--- config.mk ---
export PLATFORM = sky130hd
export DESIGN_NAME = animation_frame_sequencer
export DESIGN_NICKNAME = d
export VERILOG_FILES = /design/src/rtl/afs_pkg.sv /design/src/rtl/animation_frame_sequencer.sv
export SDC_FILE = /design/constraint.sdc
export NUM_CORES = 1
export LEC_CHECK = 0
export ABC_AREA = 1
export CORE_ASPECT_RATIO = 1.1
export CORE_MARGIN = 1
export CORE_UTILIZATION = 65
export DETAILED_ROUTE_END_ITERATION = 6
export DONT_BUFFER_PORTS = 1
export GPL_ROUTABILITY_DRIVEN = 0
export GPL_TIMING_DRIVEN = 0
export MAX_ROUTING_LAYER = met4
export PLACE_DENSITY_LB_ADDON = 0.3
export RECOVER_POWER = 100
export SYNTH_ARGS = -nofsm -noshare
export SYNTH_HDL_FRONTEND = slang
export SYNTH_SLANG_ARGS = --single-unit
--- constraint.sdc ---
create_clock -name clock -period 11 [get_ports clock]
set_input_delay 0.55 -clock clock [delete_from_list [all_inputs] [get_ports clock]]
set_output_delay 0.55 -clock clock [all_outputs]
set_load 0.02 [all_outputs]
--- src/rtl/afs_pkg.sv ---
// Package with shared constants for the animation frame sequencer.
`timescale 1ns / 1ps

package afs_pkg;

   // Default sizes handed to the top-level parameters.
   localparam int MAX_FRAMES_DEFAULT = 256;
   localparam int TIME_BITS_DEFAULT  = 32;

   // Field widths of the ports.
   localparam int FUNC_W   = 3;
   localparam int NOW_W    = 32;
   localparam int MODE_W   = 3;
   localparam int FRAME_W  = 8;
   localparam int FCOUNT_W = 9;
   localparam int PERIOD_W = 16;
   localparam int CSR_IDX_W  = 1;
   localparam int CSR_DATA_W = 16;

   // Largest frame count that the count register can hold.
   localparam int FCOUNT_MAX = 511;

   // Register reset values.
   localparam logic [FCOUNT_W-1:0] FCOUNT_RESET = 9'd1;
   localparam logic [PERIOD_W-1:0] PERIOD_RESET = 16'd100;

   // Register indexes on the configuration port.
   localparam logic [CSR_IDX_W-1:0] CSR_FRAME_COUNT = 1'b0;
   localparam logic [CSR_IDX_W-1:0] CSR_PERIOD_MS   = 1'b1;

   // Command codes.
   localparam logic [FUNC_W-1:0] FUNC_TICK      = 3'd0;
   localparam logic [FUNC_W-1:0] FUNC_PLAY      = 3'd1;
   localparam logic [FUNC_W-1:0] FUNC_PLAY_BACK = 3'd2;
   localparam logic [FUNC_W-1:0] FUNC_LOOP      = 3'd3;
   localparam logic [FUNC_W-1:0] FUNC_PINGPONG  = 3'd4;
   localparam logic [FUNC_W-1:0] FUNC_STOP      = 3'd5;
   localparam logic [FUNC_W-1:0] FUNC_REFRESH   = 3'd6;
   localparam logic [FUNC_W-1:0] FUNC_SET_NEXT  = 3'd7;

   // Play mode codes, shared by mode, queued mode and order.
   localparam logic [MODE_W-1:0] MODE_STOP = 3'd0;
   localparam logic [MODE_W-1:0] MODE_PLAY = 3'd1;
   localparam logic [MODE_W-1:0] MODE_BACK = 3'd2;
   localparam logic [MODE_W-1:0] MODE_LOOP = 3'd3;
   localparam logic [MODE_W-1:0] MODE_PING = 3'd4;

endpackage

--- src/rtl/animation_frame_sequencer.sv ---
// Top level of the animation frame sequencer: request register, frame logic, result register.
`timescale 1ns / 1ps

// The sequencer takes one request per clock cycle, unless a full result register stalls
// it, and returns one result per request: the request is captured in an input register,
// and when the result register is free the frame, mode and step-time state is updated and
// the result register loaded. Back-to-back requests see the state left by the one before,
// so the sustained rate is one request per cycle whenever the result side keeps taking
// results. A tick steps the frame when the wrap-safe time since the last step reaches
// period_ms; when a one-shot play ends, the queued mode starts at once and the queue
// clears. Configuration writes take effect on the next cycle and are meant to be done
// while no request is in flight.
module animation_frame_sequencer
   import afs_pkg::*;
#(
   parameter int MAX_FRAMES = MAX_FRAMES_DEFAULT,
   parameter int TIME_BITS  = TIME_BITS_DEFAULT
) (
   input  logic                  clock,
   input  logic                  reset,
   // Request channel.
   input  logic                  req_valid,
   output logic                  req_ready,
   input  logic [FUNC_W-1:0]     req_func,
   input  logic [NOW_W-1:0]      req_now_ms,
   input  logic [MODE_W-1:0]     req_order,
   // Result channel.
   output logic                  rsp_valid,
   input  logic                  rsp_ready,
   output logic [FRAME_W-1:0]    rsp_frame,
   output logic [MODE_W-1:0]     rsp_mode,
   output logic [MODE_W-1:0]     rsp_queued_mode,
   output logic                  rsp_advanced,
   output logic                  rsp_finished,
   // Configuration write port.
   input  logic                  csr_write_en,
   input  logic [CSR_IDX_W-1:0]  csr_index,
   input  logic [CSR_DATA_W-1:0] csr_data
);

   // Frame indexes never exceed what the count register and the size limit allow.
   localparam int MAX_EFF   = (MAX_FRAMES < FCOUNT_MAX) ? MAX_FRAMES : FCOUNT_MAX;
   localparam int FIDX_BITS = $clog2(MAX_EFF);

   // Configuration registers.
   logic [FCOUNT_W-1:0]  fcount_ff;
   logic [PERIOD_W-1:0]  period_ff;

   // Input register.
   logic                 in_valid_ff;
   logic [FUNC_W-1:0]    in_func_ff;
   logic [NOW_W-1:0]     in_now_ff;
   logic [MODE_W-1:0]    in_order_ff;

   // Sequencer state.
   logic [MODE_W-1:0]    mode_ff, mode_in;
   logic [MODE_W-1:0]    next_ff, next_in;
   logic [FIDX_BITS-1:0] frame_ff, frame_in;
   logic                 rev_ff, rev_in;
   logic [TIME_BITS-1:0] step_time_ff, step_time_in;

   // Result register.
   logic                 out_valid_ff;
   logic [FRAME_W-1:0]   out_frame_ff;
   logic [MODE_W-1:0]    out_mode_ff;
   logic [MODE_W-1:0]    out_queued_ff;
   logic                 out_adv_ff, adv_in;
   logic                 out_fin_ff, fin_in;

   // Working signals.
   logic                 out_load;
   logic [FCOUNT_W-1:0]  fcount_m1;
   logic [FIDX_BITS-1:0] last_frame;
   logic [TIME_BITS-1:0] now_t;
   logic [TIME_BITS-1:0] elapsed;
   logic                 step_due;
   logic [MODE_W-1:0]    start_mode;
   logic [FIDX_BITS-1:0] ping_frame;

   // Handshake: the result register loads when it is empty or being drained.
   assign out_load  = in_valid_ff && (!out_valid_ff || rsp_ready);
   assign req_ready = !in_valid_ff || out_load;

   // Last valid frame index, with a zero count taken as one and large counts clamped.
   assign fcount_m1 = fcount_ff - FCOUNT_W'(1);
   always_comb begin
      if (fcount_ff == '0) begin
         last_frame = '0;
      end else if (fcount_ff > FCOUNT_W'(MAX_EFF)) begin
         last_frame = FIDX_BITS'(MAX_EFF - 1);
      end else begin
         last_frame = FIDX_BITS'(fcount_m1);
      end
   end

   // Wrap-safe elapsed time since the last step.
   assign now_t    = TIME_BITS'(in_now_ff);
   assign elapsed  = now_t - step_time_ff;
   assign step_due = (mode_ff != MODE_STOP) && (elapsed >= TIME_BITS'(period_ff));

   // Ping-pong step before the direction update.
   always_comb begin
      if (rev_ff) begin
         ping_frame = (frame_ff > '0) ? frame_ff - FIDX_BITS'(1) : '0;
      end else begin
         ping_frame = (frame_ff < last_frame) ? frame_ff + FIDX_BITS'(1) : last_frame;
      end
   end

   // Next state for the request in the input register.
   always_comb begin
      mode_in      = mode_ff;
      next_in      = next_ff;
      frame_in     = frame_ff;
      rev_in       = rev_ff;
      step_time_in = step_time_ff;
      adv_in       = 1'b0;
      fin_in       = 1'b0;
      start_mode   = MODE_STOP;

      case (in_func_ff)
         FUNC_TICK: begin
            if (step_due) begin
               step_time_in = now_t;
               case (mode_ff)
                  MODE_PLAY: begin
                     if (frame_ff < last_frame) begin
                        frame_in = frame_ff + FIDX_BITS'(1);
                        adv_in   = 1'b1;
                     end else begin
                        fin_in     = 1'b1;
                        mode_in    = MODE_STOP;
                        next_in    = MODE_STOP;
                        start_mode = next_ff;
                     end
                  end
                  MODE_BACK: begin
                     if (frame_ff > '0) begin
                        frame_in = frame_ff - FIDX_BITS'(1);
                        adv_in   = 1'b1;
                     end else begin
                        fin_in     = 1'b1;
                        mode_in    = MODE_STOP;
                        next_in    = MODE_STOP;
                        start_mode = next_ff;
                     end
                  end
                  MODE_LOOP: begin
                     frame_in = (frame_ff < last_frame) ? frame_ff + FIDX_BITS'(1) : '0;
                     adv_in   = 1'b1;
                  end
                  MODE_PING: begin
                     adv_in = 1'b1;
                     if (last_frame == '0) begin
                        // A single frame holds at zero facing forward.
                        frame_in = '0;
                        rev_in   = 1'b0;
                     end else begin
                        frame_in = ping_frame;
                        if (ping_frame == '0) begin
                           rev_in = 1'b0;
                        end else if (ping_frame >= last_frame) begin
                           rev_in = 1'b1;
                        end
                     end
                  end
                  default: begin
                     mode_in = MODE_STOP;
                  end
               endcase
            end
         end
         FUNC_PLAY: begin
            start_mode = MODE_PLAY;
         end
         FUNC_PLAY_BACK: begin
            start_mode = MODE_BACK;
         end
         FUNC_LOOP: begin
            start_mode = MODE_LOOP;
         end
         FUNC_PINGPONG: begin
            start_mode = MODE_PING;
         end
         FUNC_STOP: begin
            step_time_in = now_t;
            mode_in      = MODE_STOP;
         end
         FUNC_REFRESH: begin
            mode_in  = MODE_STOP;
            next_in  = MODE_STOP;
            frame_in = '0;
         end
         default: begin
            // Queue the next order; an unknown order queues stop.
            next_in = (in_order_ff <= MODE_PING) ? in_order_ff : MODE_STOP;
         end
      endcase

      // Start a play mode, either by command or from the queue at the end of a one-shot.
      case (start_mode)
         MODE_PLAY: begin
            step_time_in = now_t;
            mode_in      = MODE_PLAY;
            frame_in     = '0;
         end
         MODE_BACK: begin
            step_time_in = now_t;
            mode_in      = MODE_BACK;
            frame_in     = last_frame;
         end
         MODE_LOOP: begin
            step_time_in = now_t;
            mode_in      = MODE_LOOP;
            frame_in     = '0;
         end
         MODE_PING: begin
            step_time_in = now_t;
            mode_in      = MODE_PING;
            frame_in     = '0;
            rev_in       = 1'b0;
         end
         default: begin
         end
      endcase
   end

   // Configuration registers.
   always_ff @(posedge clock) begin
      if (reset) begin
         fcount_ff <= FCOUNT_RESET;
         period_ff <= PERIOD_RESET;
      end else if (csr_write_en) begin
         case (csr_index)
            CSR_FRAME_COUNT: fcount_ff <= csr_data[FCOUNT_W-1:0];
            CSR_PERIOD_MS:   period_ff <= csr_data[PERIOD_W-1:0];
            default: begin
            end
         endcase
      end
   end

   // Input register control.
   always_ff @(posedge clock) begin
      if (reset) begin
         in_valid_ff <= 1'b0;
      end else if (req_ready) begin
         in_valid_ff <= req_valid;
      end
   end

   // Input register payload.
   always_ff @(posedge clock) begin
      if (req_valid && req_ready) begin
         in_func_ff  <= req_func;
         in_now_ff   <= req_now_ms;
         in_order_ff <= req_order;
      end
   end

   // Sequencer state, updated as each request moves into the result register.
   always_ff @(posedge clock) begin
      if (reset) begin
         mode_ff      <= MODE_STOP;
         next_ff      <= MODE_STOP;
         frame_ff     <= '0;
         rev_ff       <= 1'b0;
         step_time_ff <= '0;
      end else if (out_load) begin
         mode_ff      <= mode_in;
         next_ff      <= next_in;
         frame_ff     <= frame_in;
         rev_ff       <= rev_in;
         step_time_ff <= step_time_in;
      end
   end

   // Result register control.
   always_ff @(posedge clock) begin
      if (reset) begin
         out_valid_ff <= 1'b0;
      end else if (out_load) begin
         out_valid_ff <= 1'b1;
      end else if (rsp_ready) begin
         out_valid_ff <= 1'b0;
      end
   end

   // Result register payload.
   always_ff @(posedge clock) begin
      if (out_load) begin
         out_frame_ff  <= FRAME_W'(frame_in);
         out_mode_ff   <= mode_in;
         out_queued_ff <= next_in;
         out_adv_ff    <= adv_in;
         out_fin_ff    <= fin_in;
      end
   end

   assign rsp_valid       = out_valid_ff;
   assign rsp_frame       = out_frame_ff;
   assign rsp_mode        = out_mode_ff;
   assign rsp_queued_mode = out_queued_ff;
   assign rsp_advanced    = out_adv_ff;
   assign rsp_finished    = out_fin_ff;

endmodule

==> impl_metrics.yaml <==
route:
  wl_mm: 25.9
  postRouteAntennaNets: 0
  drt_iter0_drc: 1091
  vias_per_cell: 5.63
  wl_per_cell_um: 14.9
  drc: 0
  dr.pass1.iters: 5
  num_vias: 9798
timing:
  slew_headroom_pct: -1.53
  skew_ns: 0.00726
  period_share_pct: 47.8
  drv_slew: 26
  fin_setup_tns_ns: 0
  worst_pin_slew_ns: 1.52
  finalHoldViolCount: 0
  setup_viol: 0
  max_freq_mhz: 190
  holdWs_ns: 0.214
  rsz0062_at_grt: "false"
  fin_crit_ns: 5.26
clock_tree:
  cts_root_buf: "clkbuf_16"
  cts_hold_repair.buffers: 0
  cts_sinks: 128
  h-tree-depth: 4
  clock_latency_ns: 0.43
  clk_path_buf_depth: 2
  post-cts-setup-buffers: 0
  tritoncts: "done"
  post_cts_resize_count: 0
  clkTransAtPathRegs_ns: 0.06
  cts_buffers: 17
synthesis:
  ys.flop_type: "dfxtp_1"
  synth_top_family_by_area: "simple AND/OR/NAND/NOR gates"
  synth_fa_ha_area_share_pct: 8.86
  ys_ff_latch: 128
  synth_compound_gate_area_share_pct: 9.61
  syn_area_um2: 9830
  synth_seq_area_share_pct: 31.6
  synth_xor_xnor_area_share_pct: 2.32
  synth-edff-count: 54
  synth-simple-area-share_pct: 34.5
  ys_warn_count: 0
  syn_inst: 1512
  synthArstFlopShare_pct: 0
  synth.avg_cell_area_um2: 6.50
  synthMuxAreaShare_pct: 0
  syn-num-nets: 1641
  synth_cell_type_count: 43
placement:
  dp_cells: 1704
  io_buffers: 0
  post-dp-hpwl_mm: 19.0
pwr:
  ir_drop_uv: 164
  power.density_nw_per_um2: 150
  p_leak_uw: 0.00539
  p_total_uw: 1590
global_route:
  grt_overflow: 0
  grt_util_all_layers_pct: 35.8
  antenna_found_initial: 0
  first_global_vias: 9382
  grt_max_degree: 39
  grt_pass1_wl_mm: 42.7
run_status:
  violations: "capacitance limit, slew limit"
  outcome: "finished, violations left"
floorplanning:
  rows: 46
  core-area_um2: 14600
  die_w_um: 119
  fp.dieH_um: 131
  dieArea_um2: 15600
  io_pins: 78
  start_util_pct: 67.2
setup_path:
  startpoint_type: "register"
  startpoint: "in_now_ff[6]"
  r2r_cells: 27
  required_ns: 11.32
  regToRegStartpoint: "in_now_ff[6]"
  worstReg2RegEnd: "step_time_ff[27]"
  cp_max_fo: 10
  cp_data_arrival_time_ns: 5.58
  crit_path_end: "step_time_ff[27]"
  path_class: "reg -> reg"
  r2r_setup_slack_ns: 5.74
  end_kind: "register"
finish:
  fin_nets: 1661
  area_growth_pct: 8.17
  mostFrequentLayoutCell: "nand2_1"
  final_cell_mix: "436 x nand2_1, 273 x inv_1, 135 x nor2_1"
  drive_gt1_share_pct: 5.24
  layoutNonFillerInstCount: 1739
min_path:
  hold_path.class: "in -> reg"
run:
  drv_cap: 1
## cell families (layout without fill, tap and decap cells)
family,count (synthesis),count (layout)
buffers and inverters,329,362
other,0,2
adders and majority gates,69,69
xor gates and xnor gates,26,26
DFF,128,128
and+or+nand+nor,783,783
AOI/OAI and AO/OA,177,177
## layout make-up
cell class | count | area [um2]
Tap cell | 192 | 240
Clock inverter | 5 | 32.5
Clock buffer | 27 | 588
Fill cell | 1204 | 3990
Antenna cell | 2 | 5.00
Multi-Input combinational cell | 1055 | 5400
Buffer | 40 | 176
Sequential cell | 128 | 3100
Inverter | 289 | 1080
Timing Repair Buffer | 1 | 3.75
## metrics by stage
stage	instance area [um2]	setup WS, ns	util, %
2_1_floorplan	9830	6.72	-
6_report	10600	5.74	72.7
3_5_place_dp	10100	5.92	68.9
4_1_cts	10700	5.85	73.1
5_1_grt	10600	5.30	72.7
3_3_place_gp	10100	5.96	68.9
## per-layer routing
layer	routed length, um	global-route usage, %	share of wire, %
met3	1830	6.38	7.0
met4	1380	21.1	5.3
met2	12800	62.1	49
met1	9940	38.7	38
met5	0	-	0
## flip-flops by register name, summed over array words and instances, names as in the netlist
register	flops
in_valid_ff	1
rsp_valid	1
in_func_ff	3
mode_ff	3
rsp_finished	1
in_order_ff	3
in_now_ff	32
rsp_frame	8
rev_ff	1
rsp_queued_mode	3
frame_ff	8
step_time_ff	32
rsp_advanced	1
period_ff	16
next_ff	3
fcount_ff	9
rsp_mode	3
## worst max-delay path: stages, from the launching register on
cell and delay (ns):
edfxtp_1 0.42, ha_1 0.39, nand2_1 0.13, inv_1 0.06, a21oi_1 0.15, nand2_1 0.16, nand2_1 0.10, nand2_1 0.10
xor2_1 0.16, ha_1 0.30, inv_1 0.06, nor3_1 0.18, nor3_1 0.07, a21oi_1 0.17, nor2_1 0.09, nand3_1 0.08
nor2_1 0.05, nand2_1 0.22, nand2_1 0.22, inv_1 0.14, nand2_1 0.07, a21oi_1 0.17, nand2_1 0.17, nand3_1 0.53
clkbuf_1 0.60, nand3_1 0.18, nand2_1 0.11, nor2_1 0.05
## cell usage after synthesis (4+ instances only)
cell type	n	area, um2
dfxtp_1	74	1480
nand3b_1	6	45.0
nand4_1	15	93.8
inv_2	17	63.8
o211ai_1	5	37.5
ha_1	68	851
nand3_2	7	70.1
buf_6	5	56.3
nand3_1	131	656
xor2_1	23	201
edfxtp_1	54	1620
nand2_2	9	56.3
clkbuf_1	23	86.3
and2_1	6	37.5
nor3_1	18	90.1
inv_1	272	1020
o21ai_0	46	230
nand2_1	432	1620
a21oi_1	108	541
nand2_4	4	45.0
nor2_2	9	56.3
buf_1	6	22.5
buf_2	4	20.0
o21a_1	6	45.0
nor2_1	133	499
## power by group
group          total (uW)  internal [uW]  switching, uW
clock                 582            366            216
combinational         462            156            306
sequential            550            528           22.2
total                1590           1050            544
## how the worst min path moves through the flow
stage	depth (start not counted)	slack [ns]	start	endpoint
floorplan	2	0.44	period_ff[14]	period_ff[14]
global placement	2	0.45	period_ff[14]	period_ff[14]
detailed placement	2	0.45	period_ff[14]	period_ff[14]
CTS	0	0.20	req_now_ms[8]	in_now_ff[8]
global route	0	0.20	req_now_ms[12]	in_now_ff[12]
finish	0	0.21	req_now_ms[26]	in_now_ff[26]
No activity file was read; power rests on OpenSTA's default activity.
